`src/rtl/core/bcst_ram.sv`:
```
// ----------------------------------------------------------------------------
// bcst_ram
// Generic simple dual-port RAM: one write port, one read port, registered
// read data that holds while no read is issued.
// ----------------------------------------------------------------------------
module bcst_ram #(
  parameter int WIDTH = 8,
  parameter int DEPTH = 256
) (
  input  logic                     clk,
  input  logic                     we,
  input  logic [$clog2(DEPTH)-1:0] waddr,
  input  logic [WIDTH-1:0]         wdata,
  input  logic                     re,
  input  logic [$clog2(DEPTH)-1:0] raddr,
  output logic [WIDTH-1:0]         rdata
);

  logic [WIDTH-1:0] mem [DEPTH];

  // write port
  always_ff @(posedge clk) begin
    if (we) begin
      mem[waddr] <= wdata;
    end
  end

  // registered read port
  always_ff @(posedge clk) begin
    if (re) begin
      rdata <= mem[raddr];
    end
  end

endmodule

```
`config.mk`:
```
export PLATFORM = sky130hd
export DESIGN_NAME = bcst_ram
export DESIGN_NICKNAME = d
export VERILOG_FILES = /design/src/rtl/core/bcst_ram.sv
export SDC_FILE = /design/constraint.sdc
export NUM_CORES = 2
export LEC_CHECK = 0
export ABC_AREA = 0
export BUFFER_PORTS_ARGS = -buffer_cell sky130_fd_sc_hd__buf_2
export CAP_MARGIN = 0
export CELL_PAD_IN_SITES_DETAIL_PLACEMENT = 1
export CELL_PAD_IN_SITES_GLOBAL_PLACEMENT = 2
export CORE_UTILIZATION = 50
export CTS_CLUSTER_SIZE = 12
export DETAILED_ROUTE_END_ITERATION = 6
export GPL_TIMING_DRIVEN = 0
export MAX_ROUTING_LAYER = met4
export PLACE_DENSITY_LB_ADDON = 0.1
export SETUP_SLACK_MARGIN = 0.05
export SYNTH_ARGS = -nofsm -noshare
export SYNTH_HDL_FRONTEND = slang
export SYNTH_SLANG_ARGS = --single-unit
export TNS_END_PERCENT = 5
```
`constraint.sdc`:
```
create_clock -name clk -period 2.5 [get_ports clk]
set_input_delay 0 -clock clk [delete_from_list [all_inputs] [get_ports clk]]
set_output_delay 0 -clock clk [all_outputs]
set_load 0.05 [all_outputs]
```
* Yosys cells after proc, flatten, opt, wreduce, memory -nomap -nowiden
Memories as Yosys holds them, arrays and structs flattened. A register that Yosys moved wholly into a read port is not among the register bits. Cells that the tools add are included.
Storage, ports and cells: bits in registers 0, latch bits 0, bits in writable memories 2048, memory bits (read-only) 0, input port bits 27, word-level logic and storage cells 3, memories kept 1
Operators by class: $add $sub $neg 0, $mul 0, divide/modulo/power cells 0, $lt $le $gt $ge 0, equal/unequal tests 0, shift-type cells 0, muxes and demuxes 2, bitwise logic cells 0, reduce and logical (&&, ||, !) cells 0
Memories:
- mem | words 256, bits a word 8, read ports 1, clocked after Yosys merged registers in 1, write ports 1, RTL line 19 | logic [WIDTH-1:0] mem [DEPTH];
Operators by type and width (count):
- two-way mux 1 bit | 2

* Longest topological paths before layout
depth in word-level cells 2, gate-level depth with buffers 11

* Worst setup path after synthesis
OpenSTA, ideal clock, no wires.
kind input to register, start in raddr[0], end reg rdata[2], read port of mem, data pin, setup time 269 ps, data arrival time 1807 ps, data required time 2231 ps, setup slack 424 ps, stages 9, cell sequence buf_6 buf_12 buf_8 buf_2 mux4_2 a22oi_1 a21oi_1 nor4_1 nor4_2
RTL lines:
- start, declared | RTL line 15 | input logic [$clog2(DEPTH)-1:0] raddr,
- end, declared | RTL line 16 | output logic [WIDTH-1:0] rdata

==> metrics.txt <==
Max-cap violations 0; Power, Total ~71000 uW; footprint of the multi-input gates 17500 sq um; Boundary Pins 35; Placed Cells between 5000 and 6000; relative slew slack approximately 20%; post-synthesis net count 3760; Skew-Pair Late Insertion Delay 860 ps; HPWL after DPL approximately 170000 microns; Critical Path Start Type input port; most frequent cells in the layout edfxtp_1, mux4_2, clkbuf_16; Total Nets Final 4027; number of synthesized flops with an enable pin 2056; layout cells sized above 1 27.5%; Final GP Congestion between 0.9 and 1; Initial Util around half; CTS clk-pin slew, worst paths 60 ps; sequential area share after synthesis 77.5%; WP data required 3090 ps; Worst Tran Pin Value 1190 ps; Setup WS post-layout -194 ps; final setup vio count ~280; number of global-route vias before repair 41600; Post-synth ARST share 0%; Synth Register Bits 2056; register share of total power 53.3%; # DRC 0; Synth Cell Area between 70000 and 80000 sq um; Iter 0 DRT Violations 5759; total CTS buffers approximately 210; Comb pwr share 6.3%; clk root buf clkbuf_16; Worst Path Arrival 3280 ps; post-route cell area 90300 sq um; fmax 0.371 GHz; first-pass GRT wire length 349000 microns; initial antenna violation count 12; P_sw 16200 uW; Worst Setup End Kind flop; max-slew violations 0; area delta synth->final 13.4%; P_int roughly 55000 uW; Yosys top cell by area edfxtp_1; DP Area around 83000 sq um; total vias in the final route 41500; chip width 401 microns; Hold Violations, Final 0; Metal-1 WL 103000 microns; Post-Layout Cell Count 6230; DR pass1 iterations 6; Sw Share 22.6%; CTS tree done; number of buffers added on ports 27; top cells by area, synth edfxtp_1, mux4_2, mux2i_1; fin crit share 108%; Max VDD drop between 700 and 800 uV; Max Root-Sink Buffers 3; critical-path maximum fanout 10; status finished with violations; Rows 146; Avg Cell Area, Syn 21.3 sq um; Setup CP Type input port to flop; Fillers 13300; top-area cell type share of the netlist area 77.5%; die height roughly 400 microns; Detail Route Antenna Nets 0; leakage power 0.0277 uW; GRT Util Overall 33.1%; core area ~160000 sq um; clock skew 36.2 ps; highest routed layer met4; clock sink count between 2000 and 2500; met3 wire length between 20000 and 25000 microns; RSZ-0062 raised after global routing true; Hold Crit Class input port to flop; most common cell after layout, fill and taps aside edfxtp_1; Synth cell types 54; FF+latch area 61700 sq um; htree depth 4; Via density 6.66; remaining global-route overflow 0; post-layout min period 2690 ps; failing checks negative setup slack; clock network power share 40.4%; Mapped Cells between 3000 and 4000; met2 WL post-DR 121000 microns; WL per Instance about 41 microns; maximum number of pins on one net before global-route repair 156; ys flop type edfxtp_1; PD cells approximately 790 nW/um^2; Syn. warnings 0; final WL ~260000 microns; DIE AREA 161000 sq um
metal layers:
metal | track usage (%) | vias to the layer above
met5 | - | -
met4 | 11.5 | 0
met3 | 7.00 | 398
met2 | 49.9 | 2109
met1 | 45.3 | 22800
li1 | - | 16300
area by class of cell:
class / count / share of cell area, %
antenna: 10 / 0.0277
buffer: 231 / 1.83
clock buffer: 272 / 6.08
clock inverter: 87 / 0.659
inverter: 2 / 0.00831
multi-input combinational: 1442 / 19.4
sequential: 2056 / 68.4
tap: 2072 / 2.87
timing repair buffer: 58 / 0.784
power groups by stage:
| stage | Combinational, uW | Sequential [uW] | Clock (uW) |
|---|---|---|---|
| after floorplan | 1850 | 38800 | 0 |
| after global placement | 4030 | 38900 | 0 |
| after detailed placement | 4180 | 38800 | 0 |
| after CTS | 4410 | 38000 | 29000 |
| after global routing | 4560 | 38000 | 30100 |
| final | 4480 | 38000 | 28900 |
cells in the mapped netlist, types with 13 or more instances:
cell      instances
buf_1            22
nor3_1           22
clkbuf_1        111
o221ai_1         46
nor2_1          282
buf_8            13
o22ai_1          28
nor4_1           24
buf_2            31
edfxtp_1       2056
nand2_1          33
buf_4            27
a21oi_1          96
buf_6            21
a221oi_1         13
nor2b_1          31
mux4_2          454
a211oi_1         16
nand3_1          34
mux2i_1         134
a22oi_1         133
worst max-delay path, stage by stage:
cell      delay, ps
buf_6           190
buf_8           310
buf_8           360
buf_4           310
mux2i_1         130
o221ai_1        470
a21oi_1         150
nor3_2          600
nor4_2          160
nor4_4          520
flip-flops by register name, indices dropped and copies added (netlist names):
register  count
mem        2048
rdata         8
cells by family (layout without fill, tap and decap cells):
kind of cell	Yosys count	in the layout	share of synthesized area, %
buf+inv	235	650	1.83
compound gates	385	385	3.42
flops	2056	2056	77.5
other cells	0	10	0
mux	591	591	14.6
simple gates	466	466	2.63
metrics by stage:
| stage | worst slack, ps | utilization, % | hold WS (ps) | setup TNS (ps) |
|---|---|---|---|---|
| 3_5_place_dp | -2810 | 52.4 | 345 | -1270340 |
| 2_1_floorplan | 424 | - | 98.9 | 0 |
| 6_report | -194 | 57.1 | 23.1 | -15550 |
| 5_1_grt | -205 | 57.1 | 92.3 | -7170 |
| 4_1_cts | -183 | 56.9 | 6.31 | -11310 |
| 3_3_place_gp | -3140 | 52.1 | 337 | -5271000 |
worst paths after layout:
path / start / cells past startpoint / slack (ps) / to
max: raddr[0] / 10 / -190 / rdata[1]$_DFFE_PP_
min: waddr[5] / 3 / 20 / mem[177][0]$_DFFE_PP_
max reg2reg: mem[83][4]$_DFFE_PP_ / 5 / -170 / rdata[4]$_DFFE_PP_
min reg2reg: mem[32][5]$_DFFE_PP_ / 6 / 1380 / rdata[5]$_DFFE_PP_
repair_timing:
| action | 4_1_cts | 5_1_grt |
|---|---|---|
| setup endpoints to repair | 633 | 1064 |
| resized for setup | 267 | 89 |
| buffers inserted | 1 | 0 |
| pin swaps | 15 | 2 |
| endpoints found under the hold margin | 1059 | 0 |
| hold buffers | 12 | 0 |
Note: power is estimated with default switching activity, not from simulation.
